**config.mk**
```make
export PLATFORM = sky130hd
export DESIGN_NAME = charge_level_display_filter_top_flat
export DESIGN_NICKNAME = d
export VERILOG_FILES = /design/src/rtl/core/cldf_pkg.sv /design/src/rtl/core/cldf_if.sv /design/src/rtl/core/cldf_window.sv /design/src/rtl/core/cldf_port_lane.sv /design/src/rtl/core/cldf_battery_lane.sv /design/src/rtl/core/charge_level_display_filter_top.sv /design/src/flat_wrapper.sv
export SDC_FILE = /design/constraint.sdc
export NUM_CORES = 1
export LEC_CHECK = 0
export BUFFER_PORTS_ARGS = -buffer_cell sky130_fd_sc_hd__buf_2
export CAP_MARGIN = 40
export CORE_ASPECT_RATIO = 0.75
export CORE_MARGIN = 2
export CORE_UTILIZATION = 60
export CTS_CLUSTER_DIAMETER = 100
export DETAILED_ROUTE_END_ITERATION = 8
export GPL_TIMING_DRIVEN = 1
export PLACE_DENSITY = 0.81
export SLEW_MARGIN = 10
export SYNTH_ARGS = -nofsm -noshare
export SYNTH_HDL_FRONTEND = slang
export SYNTH_SLANG_ARGS = --single-unit
```
**constraint.sdc**
```tcl
create_clock -name clk -period 21.3 [get_ports clk]
set_input_delay 1.065 -clock clk [delete_from_list [all_inputs] [get_ports clk]]
set_output_delay 1.065 -clock clk [all_outputs]
set_load 0.02 [all_outputs]
```
**src/rtl/core/cldf_pkg.sv**
```systemverilog
`timescale 1ns / 1ps

package cldf_pkg;

    typedef enum logic [1:0] {
        ACT_INIT   = 2'd0,
        ACT_SAMPLE = 2'd1,
        ACT_READ   = 2'd2,
        ACT_NONE   = 2'd3
    } action_t;

    // Normalized port status
    typedef enum logic [1:0] {
        ST_IDLE = 2'd0,
        ST_IN   = 2'd1,
        ST_OUT  = 2'd2
    } status_t;

    localparam logic [7:0] RAW_ST_IN  = 8'd1;
    localparam logic [7:0] RAW_ST_OUT = 8'd2;
    localparam logic [6:0] BAT_MAX    = 7'd100;

    localparam int FIELD_PORTS = 3;

    localparam int CFG_IDX_W  = 1;
    localparam int CFG_DATA_W = 8;
    localparam logic [CFG_IDX_W-1:0] CFG_BATTERY_SNAP = 1'd0;
    localparam logic [CFG_IDX_W-1:0] CFG_POWER_SNAP   = 1'd1;
    localparam logic [6:0] BATTERY_SNAP_RST = 7'd5;
    localparam logic [7:0] POWER_SNAP_RST   = 8'd10;

    typedef struct packed {
        logic [1:0] action;
        logic [7:0] battery_raw;
        logic [7:0] port0_status;
        logic [7:0] port0_power;
        logic [7:0] port1_status;
        logic [7:0] port1_power;
        logic [7:0] port2_status;
        logic [7:0] port2_power;
    } raw_item_t;

    typedef struct packed {
        logic [6:0] battery_shown;
        logic [7:0] port0_shown;
        logic [7:0] port1_shown;
        logic [7:0] port2_shown;
        logic       charging;
    } disp_item_t;

    // One-hot-ish strobes for the item being retired this cycle
    typedef struct packed {
        logic init;
        logic sample;
        logic read;
    } lane_ctl_t;

    function automatic logic [7:0] abs_diff8(input logic [7:0] a, input logic [7:0] b);
        abs_diff8 = (a > b) ? (a - b) : (b - a);
    endfunction

endpackage

```
**src/rtl/core/cldf_if.sv**
```systemverilog
`timescale 1ns / 1ps

interface cldf_raw_if;
    import cldf_pkg::*;
    logic      valid;
    logic      ready;
    raw_item_t data;

    modport source (output valid, output data, input ready);
    modport sink (input valid, input data, output ready);
endinterface

interface cldf_disp_if;
    import cldf_pkg::*;
    logic       valid;
    logic       ready;
    disp_item_t data;

    modport source (output valid, output data, input ready);
    modport sink (input valid, input data, output ready);
endinterface

```
**src/rtl/core/cldf_window.sv**
```systemverilog
`timescale 1ns / 1ps

module cldf_window #(
    parameter int WINDOW_LEN = 5,
    parameter int DATA_W     = 8
) (
    input  logic              clk,
    input  logic              rst_n,
    input  logic              fill,
    input  logic              push,
    input  logic [DATA_W-1:0] value,
    output logic [DATA_W-1:0] avg
);
    localparam int SUM_W  = DATA_W + $clog2(WINDOW_LEN);
    localparam int RND_W  = SUM_W + 1;
    localparam int SLOT_W = (WINDOW_LEN > 1) ? $clog2(WINDOW_LEN) : 1;
    localparam int SHIFT  = RND_W + $clog2(WINDOW_LEN);
    localparam int PROD_W = RND_W + SHIFT + 1;
    localparam int RECIP_INT = ((2 ** SHIFT) + WINDOW_LEN - 1) / WINDOW_LEN;
    localparam int HALF_INT  = WINDOW_LEN / 2;
    localparam logic [SHIFT:0]      RECIP = RECIP_INT[SHIFT:0];
    localparam logic [RND_W-1:0]    HALF  = HALF_INT[RND_W-1:0];
    localparam logic [SUM_W-1:0]    WLEN  = WINDOW_LEN[SUM_W-1:0];
    localparam logic [SLOT_W-1:0]   LAST_SLOT = SLOT_W'(WINDOW_LEN - 1);

    logic [DATA_W-1:0] win_reg [WINDOW_LEN];
    logic [SLOT_W-1:0] slot_reg, slot_next;
    logic [SUM_W-1:0]  sum_reg, sum_next;
    logic [RND_W-1:0]  rnd;
    logic [PROD_W-1:0] prod;

    // Rounded mean via reciprocal multiply; exact for every reachable sum
    assign rnd  = {1'b0, sum_reg} + HALF;
    assign prod = {{(SHIFT + 1){1'b0}}, rnd} * {{RND_W{1'b0}}, RECIP};
    assign avg  = prod[SHIFT +: DATA_W];

    always_comb
    begin
        slot_next = slot_reg;
        sum_next  = sum_reg;
        if (fill)
        begin
            slot_next = '0;
            sum_next  = SUM_W'(value) * WLEN;
        end
        else if (push)
        begin
            slot_next = (slot_reg == LAST_SLOT) ? '0 : slot_reg + SLOT_W'(1);
            sum_next  = sum_reg - SUM_W'(win_reg[slot_reg]) + SUM_W'(value);
        end
    end

    always_ff @(posedge clk or negedge rst_n)
    begin
        if (!rst_n)
        begin
            slot_reg <= '0;
            sum_reg  <= '0;
            for (int i = 0; i < WINDOW_LEN; i++)
            begin
                win_reg[i] <= '0;
            end
        end
        else
        begin
            slot_reg <= slot_next;
            sum_reg  <= sum_next;
            for (int i = 0; i < WINDOW_LEN; i++)
            begin
                if (fill || (push && (slot_reg == SLOT_W'(i))))
                begin
                    win_reg[i] <= value;
                end
            end
        end
    end

endmodule

```
**src/rtl/core/cldf_port_lane.sv**
```systemverilog
`timescale 1ns / 1ps

module cldf_port_lane #(
    parameter int WINDOW_LEN = 5
) (
    input  logic                clk,
    input  logic                rst_n,
    input  cldf_pkg::lane_ctl_t ctl,
    input  logic [7:0]          status,
    input  logic [7:0]          power,
    input  logic [7:0]          snap,
    output logic [7:0]          avg
);
    import cldf_pkg::*;

    status_t    st;
    status_t    last_status_reg;
    logic [7:0] pw;
    logic       snap_hit;
    logic       fill;
    logic       push;

    always_comb
    begin
        if (status == RAW_ST_IN)
        begin
            st = ST_IN;
            pw = power;
        end
        else if (status == RAW_ST_OUT)
        begin
            st = ST_OUT;
            pw = power;
        end
        else
        begin
            st = ST_IDLE;
            pw = '0;
        end
    end

    // Refill on a status change or when the reading jumps away from the mean
    assign snap_hit = (st != last_status_reg) || (abs_diff8(pw, avg) >= snap);
    assign fill     = ctl.init || (ctl.sample && snap_hit);
    assign push     = ctl.sample && !snap_hit;

    always_ff @(posedge clk or negedge rst_n)
    begin
        if (!rst_n)
        begin
            last_status_reg <= ST_IDLE;
        end
        else if (ctl.init || ctl.sample)
        begin
            last_status_reg <= st;
        end
    end

    cldf_window #(
        .WINDOW_LEN (WINDOW_LEN),
        .DATA_W     (8)
    ) u_window (
        .clk   (clk),
        .rst_n (rst_n),
        .fill  (fill),
        .push  (push),
        .value (pw),
        .avg   (avg)
    );

endmodule

```
**src/rtl/core/cldf_battery_lane.sv**
```systemverilog
`timescale 1ns / 1ps

module cldf_battery_lane #(
    parameter int WINDOW_LEN = 5
) (
    input  logic                clk,
    input  logic                rst_n,
    input  cldf_pkg::lane_ctl_t ctl,
    input  logic [7:0]          battery_raw,
    input  logic                charging,
    input  logic [6:0]          snap,
    output logic [6:0]          shown
);
    import cldf_pkg::*;

    logic [6:0] bat;
    logic [6:0] avg;
    logic [6:0] last_reg, last_next;
    logic       snap_hit;
    logic       fill;
    logic       push;

    assign bat      = (battery_raw > {1'b0, BAT_MAX}) ? BAT_MAX : battery_raw[6:0];
    assign snap_hit = abs_diff8({1'b0, bat}, {1'b0, last_reg}) >= {1'b0, snap};
    assign fill     = ctl.init || (ctl.sample && snap_hit);
    assign push     = ctl.sample && !snap_hit;

    // Against the last shown or refilled level: no drop while charging, no climb otherwise
    always_comb
    begin
        if (charging)
        begin
            shown = (avg < last_reg) ? last_reg : avg;
        end
        else
        begin
            shown = (avg > last_reg) ? last_reg : avg;
        end
    end

    always_comb
    begin
        last_next = last_reg;
        if (fill)
        begin
            last_next = bat;
        end
        else if (ctl.read)
        begin
            last_next = shown;
        end
    end

    always_ff @(posedge clk or negedge rst_n)
    begin
        if (!rst_n)
        begin
            last_reg <= '0;
        end
        else
        begin
            last_reg <= last_next;
        end
    end

    cldf_window #(
        .WINDOW_LEN (WINDOW_LEN),
        .DATA_W     (7)
    ) u_window (
        .clk   (clk),
        .rst_n (rst_n),
        .fill  (fill),
        .push  (push),
        .value (bat),
        .avg   (avg)
    );

endmodule

```
**src/rtl/core/charge_level_display_filter_top.sv**
```systemverilog
`timescale 1ns / 1ps
// Display filter for battery level and port power.
// raw: one beat per snapshot, with an action: init fills all windows, sample
//   pushes (or refills on a large jump), read returns the filtered values.
// disp: one beat per read; init and sample beats produce nothing.
// cfg: cfg_we/cfg_index/cfg_wdata write battery_snap (0) or power_snap (1);
//   write only while no beat is in flight.
// A read beat passes the input register, then the output register, to disp.
// Throughput: one raw beat per cycle unless a read waits on a stalled output;
//   retiring a beat from the input register is limited by the window average
//   path (sum register, constant-reciprocal multiply, snap compare).
// Reset: all windows, slots and history clear to zero, snaps go to 5 and 10;
//   the block accepts beats in the first cycle after reset.
// Stall: the output register holds a read result until taken; further init
//   and sample beats keep flowing, and only a second read waits in the input
//   register, which then deasserts raw.ready.
module charge_level_display_filter_top #(
    parameter int WINDOW_LEN = 5,
    parameter int PORT_COUNT = 3
) (
    input  logic                              clk,
    input  logic                              rst_n,
    cldf_raw_if.sink                          raw,
    cldf_disp_if.source                       disp,
    input  logic                              cfg_we,
    input  logic [cldf_pkg::CFG_IDX_W-1:0]    cfg_index,
    input  logic [cldf_pkg::CFG_DATA_W-1:0]   cfg_wdata
);
    import cldf_pkg::*;

    logic        stage_vld_reg, stage_vld_next;
    raw_item_t   stage_reg;
    logic        stage_fire;
    action_t     stage_act;
    lane_ctl_t   ctl;

    logic        out_vld_reg, out_vld_next;
    disp_item_t  out_reg, out_next;

    logic [6:0]  battery_snap_reg;
    logic [7:0]  power_snap_reg;

    logic [7:0]  f_status [FIELD_PORTS];
    logic [7:0]  f_power  [FIELD_PORTS];
    logic [7:0]  port_avg [PORT_COUNT];
    logic [7:0]  port_shown [FIELD_PORTS];
    logic        charging;
    logic [6:0]  battery_shown;

    always_ff @(posedge clk or negedge rst_n)
    begin
        if (!rst_n)
        begin
            battery_snap_reg <= BATTERY_SNAP_RST;
            power_snap_reg   <= POWER_SNAP_RST;
        end
        else if (cfg_we)
        begin
            case (cfg_index)
                CFG_BATTERY_SNAP: battery_snap_reg <= cfg_wdata[6:0];
                CFG_POWER_SNAP:   power_snap_reg   <= cfg_wdata;
                default:          ;
            endcase
        end
    end

    assign stage_act = action_t'(stage_reg.action);

    // A read can only retire when the output register is free or draining
    assign stage_fire = stage_vld_reg &&
                        ((stage_act != ACT_READ) || !out_vld_reg || disp.ready);
    assign raw.ready  = !stage_vld_reg || stage_fire;

    always_comb
    begin
        ctl.init   = stage_fire && (stage_act == ACT_INIT);
        ctl.sample = stage_fire && (stage_act == ACT_SAMPLE);
        ctl.read   = stage_fire && (stage_act == ACT_READ);
    end

    assign stage_vld_next = raw.valid || (stage_vld_reg && !stage_fire);

    always_ff @(posedge clk or negedge rst_n)
    begin
        if (!rst_n)
        begin
            stage_vld_reg <= 1'b0;
        end
        else
        begin
            stage_vld_reg <= raw.ready ? raw.valid : stage_vld_next;
        end
    end

    always_ff @(posedge clk)
    begin
        if (raw.valid && raw.ready)
        begin
            stage_reg <= raw.data;
        end
    end

    assign f_status[0] = stage_reg.port0_status;
    assign f_status[1] = stage_reg.port1_status;
    assign f_status[2] = stage_reg.port2_status;
    assign f_power[0]  = stage_reg.port0_power;
    assign f_power[1]  = stage_reg.port1_power;
    assign f_power[2]  = stage_reg.port2_power;

    always_comb
    begin
        charging = 1'b0;
        for (int p = 0; p < FIELD_PORTS; p++)
        begin
            if (f_status[p] == RAW_ST_IN)
            begin
                charging = 1'b1;
            end
        end
    end

    cldf_battery_lane #(
        .WINDOW_LEN (WINDOW_LEN)
    ) u_battery (
        .clk         (clk),
        .rst_n       (rst_n),
        .ctl         (ctl),
        .battery_raw (stage_reg.battery_raw),
        .charging    (charging),
        .snap        (battery_snap_reg),
        .shown       (battery_shown)
    );

    for (genvar p = 0; p < PORT_COUNT; p++)
    begin : g_port
        if (p < FIELD_PORTS)
        begin : g_field
            cldf_port_lane #(
                .WINDOW_LEN (WINDOW_LEN)
            ) u_lane (
                .clk    (clk),
                .rst_n  (rst_n),
                .ctl    (ctl),
                .status (f_status[p]),
                .power  (f_power[p]),
                .snap   (power_snap_reg),
                .avg    (port_avg[p])
            );
        end
        else
        begin : g_nofield
            // Ports past the input fields always sample as inactive
            cldf_port_lane #(
                .WINDOW_LEN (WINDOW_LEN)
            ) u_lane (
                .clk    (clk),
                .rst_n  (rst_n),
                .ctl    (ctl),
                .status (8'd0),
                .power  (8'd0),
                .snap   (power_snap_reg),
                .avg    (port_avg[p])
            );
        end
    end

    for (genvar p = 0; p < FIELD_PORTS; p++)
    begin : g_shown
        if (p < PORT_COUNT)
        begin : g_live
            assign port_shown[p] = port_avg[p];
        end
        else
        begin : g_absent
            assign port_shown[p] = '0;
        end
    end

    always_comb
    begin
        out_next.battery_shown = battery_shown;
        out_next.port0_shown   = port_shown[0];
        out_next.port1_shown   = port_shown[1];
        out_next.port2_shown   = port_shown[2];
        out_next.charging      = charging;
    end

    assign out_vld_next = ctl.read || (out_vld_reg && !disp.ready);

    always_ff @(posedge clk or negedge rst_n)
    begin
        if (!rst_n)
        begin
            out_vld_reg <= 1'b0;
        end
        else
        begin
            out_vld_reg <= out_vld_next;
        end
    end

    always_ff @(posedge clk)
    begin
        if (ctl.read)
        begin
            out_reg <= out_next;
        end
    end

    assign disp.valid = out_vld_reg;
    assign disp.data  = out_reg;

endmodule

```
**src/flat_wrapper.sv**
```systemverilog
// flat-port wrapper written by rule: the top's interface ports become plain ports
module charge_level_display_filter_top_flat import cldf_pkg::*;
#(
    parameter int WINDOW_LEN = 5,
    parameter int PORT_COUNT = 3
)
  (clk, rst_n, cfg_we, cfg_index, cfg_wdata, raw_valid, raw_data, raw_ready, disp_valid, disp_data, disp_ready);
  cldf_raw_if raw_i ();
  cldf_disp_if disp_i ();
  input  logic clk;
  input  logic rst_n;
  input  logic cfg_we;
  input  logic [cldf_pkg::CFG_IDX_W-1:0] cfg_index;
  input  logic [cldf_pkg::CFG_DATA_W-1:0] cfg_wdata;
  input wire logic [$bits(raw_i.valid)-1:0] raw_valid;
  input wire logic [$bits(raw_i.data)-1:0] raw_data;
  output wire logic [$bits(raw_i.ready)-1:0] raw_ready;
  output wire logic [$bits(disp_i.valid)-1:0] disp_valid;
  output wire logic [$bits(disp_i.data)-1:0] disp_data;
  input wire logic [$bits(disp_i.ready)-1:0] disp_ready;
  assign raw_i.valid = raw_valid;
  assign raw_i.data = raw_data;
  assign raw_ready = raw_i.ready;
  assign disp_valid = disp_i.valid;
  assign disp_data = disp_i.data;
  assign disp_i.ready = disp_ready;
  charge_level_display_filter_top #(.WINDOW_LEN(WINDOW_LEN), .PORT_COUNT(PORT_COUNT)) u_core (.clk(clk), .rst_n(rst_n), .raw(raw_i), .disp(disp_i), .cfg_we(cfg_we), .cfg_index(cfg_index), .cfg_wdata(cfg_wdata));
endmodule
```
After elaboration in Yosys (flattened, before gate mapping). Index checks and enable logic that the tools add are counted.

Register bits after elaboration: 330. Input port bits: 72. Output and inout port bits: 34.

$add $sub $neg: 24. $mul: 8. Order comparisons: 15. Equality and inequality tests: 28. Mux-type cells: 58. Bitwise gates (word level): 5. Reduce and logical (&&, ||, !) cells: 88.

Operator list (count): two-way mux 8 bit (16); binary-select mux 8 bit (select 3 bit) (3); multiplier 12 x 12 -> 22 bit (second input constant) (3); two-way mux 11 bit (6); two-way mux 7 bit (8); subtractor 8 bit (6); adder 11 x 2 -> 12 bit (second input constant) (3); two-way mux 3 bit (12); logical AND 1 bit (35); adder 11 x 8 -> 11 bit (3); logical OR 1 bit (33); multiplier 8 x 3 -> 11 bit (second input constant) (3); subtractor 11 x 8 -> 11 bit (3); == test 3 x 2 -> 1 bit (second input constant) (8); == test 8 x 1 -> 1 bit (second input constant) (3); == test 8 x 2 -> 1 bit (second input constant) (3); greater-or-equal comparator 8 bit (3); > comparator 8 bit (3); binary-select mux 7 bit (select 3 bit) (1); multiplier 11 x 12 -> 21 bit (second input constant) (1); two-way mux 10 bit (2); greater-or-equal comparator 4 bit (second input constant) (4); inverter 3 -> 4 bit (4); subtractor 7 x 7 -> 8 bit (2); 23 further kinds (58).

Depth between registers and ports, before layout.
Word-level depth: 11. Mapped depth: 42. Mapped depth without buffers: 40.

Cells and area by module. From an unflattened synthesis, not the netlist that was laid out.

Cell total of the unflattened synthesis: 3335. Area, all modules: 32132.1 um^2.

By module, submodules not included: cldf_window (u_core.g_port[2].g_field.u_lane.u_window) (instances 1, cells an instance 652, area each 6144.6 um^2); cldf_window (u_core.g_port[0].g_field.u_lane.u_window) (instances 1, cells an instance 671, area each 6118.4 um^2); cldf_window (u_core.g_port[1].g_field.u_lane.u_window) (instances 1, cells an instance 672, area each 6094.6 um^2); cldf_window (u_core.u_battery.u_window) (instances 1, cells an instance 559, area each 5255.0 um^2); charge_level_display_filter_top (instances 1, cells an instance 145, area each 3480.8 um^2); cldf_port_lane (instances 3, cells an instance 147, area each 1133.6 um^2); cldf_battery_lane (instances 1, cells an instance 195, area each 1637.8 um^2).

Worst setup path after synthesis. Ideal clock, no wire load.

Path type: register to register. From: reg u_core.g_port[1].g_field.u_lane.u_window.sum_reg[1]. To: reg u_core.g_port[1].g_field.u_lane.u_window.win_reg[10] (netlist bit). Arrival: 9.359 ns. Slack: 11.816 ns. Cell stages (with the launch flop): 41. Clock period less this slack: 9.484 ns. Path through: dfrtp_1 inv_1 nor3_1 xnor2_1 ha_1 inv_1 fa_1 inv_1 fa_1 fa_1 inv_1 fa_1 inv_1 ha_1 nand4_1 a2111oi_0 or2_1 o41ai_4 [... 5 more ...] xor2_1 ha_1 nand4_1 or3_1 o21ai_0 o21ai_4 mux2_2 ha_1 a21o_1 a21o_1 a21o_1 a21o_1 a21o_1 a21o_1 a221oi_2 a21o_1 clkbuf_1 mux2_2.

Longest elaborated chain between the ends: 10. Elaborated cells between the ends (all ways): 14. Those cells by class: add/sub (3); mul (1); order compare (2); mux (1); reduce/logical (7).

RTL lines: from (decl) (line cldf_window.sv:28) `logic [SUM_W-1:0] sum_reg, sum_next;`; from (signal assigned) (line cldf_window.sv:67) `sum_reg <= sum_next;`; adder 11 x 2 -> 12 bit * (line cldf_window.sv:33) `assign rnd = {1'b0, sum_reg} + HALF;`; multiplier 12 x 12 -> 22 bit * (line cldf_window.sv:34) `assign prod = {{(SHIFT + 1){1'b0}}, rnd} * {{RND_W{1'b0}}, RECIP};`; subtractor 8 bit or > comparator 8 bit (tied branches) (line cldf_pkg.sv:59) `abs_diff8 = (a > b) ? (a - b) : (b - a);`; two-way mux 8 bit * (line cldf_pkg.sv:59); greater-or-equal comparator 8 bit * (line cldf_port_lane.sv:43) `assign snap_hit = (st != last_status_reg) || (abs_diff8(pw, avg) >= snap);`; logical OR 1 bit * (line cldf_port_lane.sv:43); logical NOT 1 bit (line cldf_port_lane.sv:45) `assign push = ctl.sample && !snap_hit;`; logical AND 1 bit (line cldf_port_lane.sv:45); logical AND 1 bit (line cldf_window.sv:70) `if (fill || (push && (slot_reg == SLOT_W'(i))))`; logical OR 1 bit * (line cldf_window.sv:70); to (signal, indexed assignment) (line cldf_window.sv:72) `win_reg[i] <= value;`; to (decl) (line cldf_window.sv:26) `logic [DATA_W-1:0] win_reg [WINDOW_LEN];`.

Every way passes the cells marked *; elsewhere a longest branch is shown, timed or not. A chain may end at the register's enable or synchronous reset.

Final worst setup path.
From: reg u_core.g_port[1].g_field.u_lane.u_window.sum_reg[1]. To: reg u_core.g_port[1].g_field.u_lane.u_window.win_reg[3] (netlist bit).

The elaborated chain is that of the path after synthesis.

==> metrics.md <==
| Metric | Value |
|---|---|
| Status | `completed` |
| Leading area contributor after synthesis | `ha_1` |
| Buffers on Ports | `105` |
| # diodes | `0` |
| CTS Hold Buffers Added | `0` |
| Max Cap Viol | `0` |
| DR vias | `22,800` |
| Setup slack, reg-to-reg | `10,550 ps` |
| Ports | `106` |
| Largest net degree at the start of global routing | `75` |
| Total core area | `0.0505 mm²` |
| Layout cells sized above 1 | `12.1%` |
| Netlist cell types | `84` |
| Worst setup EP type | `flip-flop` |
| F_max | `0.0931 GHz` |
| Syn Inst Count | `3,069` |
| Clock Latency Late Sink | `560 ps` |
| Max Clock Skew | `28.0 ps` |
| Total CTS buffers | `36` |
| Clock root cell | `clkbuf_16` |
| Final ANT Viol Nets | `0` |
| CTS H-tree depth | `2` |
| Endpoints failing setup | `0` |
| CTS tree | `yes` |
| Commonest non-fill, non-tap cell in the layout | `inv_1` |
| Die Area | `0.0533 mm²` |
| Vert. Die Dim | `201 µm` |
| Most frequent cells in the layout | `inv_1, ha_1, dfrtp_1` |
| Slew Viols, Final | `0` |
| Slew of the pin with the lowest slew margin | `989 ps` |
| Post-synth ARST share | `72.7%` |
| DR iter-0 viols | `1,732` |
| Worst-path clk slew | `70 ps` |
| Initial antenna violation count | `0` |
| Setup repair bufs after CTS | `0` |
| Critical path arrival | `11,170 ps` |
| Rows | `71` |
| First-pass GRT wire length | `121 mm` |
| Reg2reg path depth | `40` |
| Total Neg Setup Slack | `0 ps` |
| Avg Vias per Cell | `5.92` |
| Gr usage total | `28.2%` |
| Post-synth top flop | `dfrtp_1` |
| First-pass DRT Iterations | `5` |
| Yosys reg bits | `330` |
| Startpoint types | `flip-flop` |
| WL/cell | `19.3 µm` |
| Final Hold Fails | `0` |
| Clock buffer depth | `3` |
| Fraction of the yosys area taken by sequential cells | `28.2%` |
| Max FFs per register | `120` |
| Most used cell, CP | `a21o_1` |
| Synth area leaders | `ha_1, dfrtp_1, fa_1` |
| Minimum clock period | `10,750 ps` |
| Total Nets Final | `3,915` |
| Layout area overhead | `8.14%` |
| Crit-path slowest cell | `fa_1` |
| Post-DP HPWL | `58.9 mm` |
| DRC Markers | `0` |
| RSZ-0062 raised after global routing | `false` |
| Crit path max fanout | `23` |
| CP peak stage delay | `550 ps` |
| Starting Density | `61.2%` |
| Synth warn | `0` |
| CTS resizes | `0` |
| Synth Net Count | `3,816` |
| Clock sinks | `330` |
| Final Cycle Share | `50.5%` |
| Worst Hold Class | `in -> async` |
| Critical Path RT | `21,720 ps` |
| GPL Wtd Cong | `0.945` |
| Synthesized area | `0.0309 mm²` |
| Slew headroom | `34.1%` |
| Routed WL | `74.2 mm` |
| Setup CP Type | `reg -> reg` |
| Die width | `266 µm` |
| Utilization after layout | `66.2%` |
| Fill count | `3,838` |
| Post-synthesis area per instance | `10.1 µm²` |
| Total grt overflow | `0` |
| Area fraction of the dominant cell type after synthesis | `20.0%` |
| Number of global-route vias before repair | `23,800` |
| Number of enable flip-flop cells after synthesis | `90` |
## synth_stat cells (5+ instances only)
cell      instances
a211o_1           6
a211oi_1          9
a21boi_0          8
a21o_1           70
a21oi_1         123
a22o_1            9
a31oi_1          13
and2_1           12
and3_1           14
buf_1             8
buf_2            14
clkbuf_1         37
dfrtp_1         236
edfxtp_1         90
fa_1            182
ha_1            493
inv_1           526
mux2_2          148
mux2i_1          71
mux4_2           15
nand2_1         218
nand2b_1         21
nand3_1          63
nand3b_1          7
nand4_1          18
nor2_1          119
nor2b_1          28
nor3_1           29
nor4_1            7
o211ai_1         12
o21a_1            7
o21ai_0         125
o21ai_1           5
o21bai_1         19
o221ai_1         16
o22ai_1          25
o31ai_1           5
o41ai_1           5
or2_2            11
or3_1            11
or4_1             5
xnor2_1         124
xor2_1           40
## how the worst min path moves through the flow
| stage | startpoint | endpoint |
|---|---|---|
| final | rst_n | async pin |
| after floorplan | u_core.u_battery.u_window.win_reg[14] | u_core.u_battery.u_window.win_reg[14] |
| after global placement | u_core.u_battery.u_window.win_reg[27] | u_core.u_battery.u_window.win_reg[27] |
| after global routing | rst_n | u_core.stage_vld_reg |
| after detailed placement | u_core.u_battery.u_window.win_reg[7] | u_core.u_battery.u_window.win_reg[7] |
| after CTS | rst_n | async pin |
## layout make-up
| type | count | area, µm² | share of cell area [%] |
|---|---|---|---|
| clock inverters | 19 | 168 | 0.502 |
| inverters | 528 | 1980 | 5.93 |
| repair buffers | 122 | 728 | 2.18 |
| flip-flops and latches | 330 | 8710 | 26.1 |
| well taps | 657 | 822 | 2.46 |
| multi-input cells | 2150 | 20000 | 59.8 |
| clock buffers | 47 | 1010 | 3.04 |
## layer usage
layer | up-vias | track usage [%] | routed length (µm)
li1 | 10600 | - | -
met1 | 11200 | 40.0 | 33700
met2 | 801 | 44.5 | 33100
met3 | 148 | 5.16 | 5550
met4 | 0 | 7.56 | 1830
met5 | - | 0 | 0
## critical path, delay by kind of cell (launching register included)
family,cells,cell delay (ps)
buffers and inverters,6,730
AOI/OAI and AO/OA,15,3330
and+or+nand+nor,7,1560
DFF,1,420
adders and majority gates,8,3390
xor gates and xnor gates,2,450
muxes,2,700
## through the flow
stage	cells	setup slack, ps	hold slack [ps]	instance area (µm²)
after floorplan	3069	11820	445	30900
after CTS	3851	10510	477	33400
after global routing	3853	9800	511	33400
after detailed placement	3785	10550	469	32200
final	3853	10550	445	33400
after global placement	3778	11010	457	32100
## kinds of logic (layout without fill, tap and decap cells)
logic type	after synthesis	after routing	share of synthesized area, %
fa+ha+maj	675	675	31.8
compound gates	492	492	10.3
flops	330	330	28.2
mux	235	235	8.84
xor+xnor	164	164	4.65
simple gates	584	584	9.06
buf+inv	589	716	7.23
Power is not shown: default switching activity piles up to over one toggle a cycle in this logic, so the estimate is an artifact.
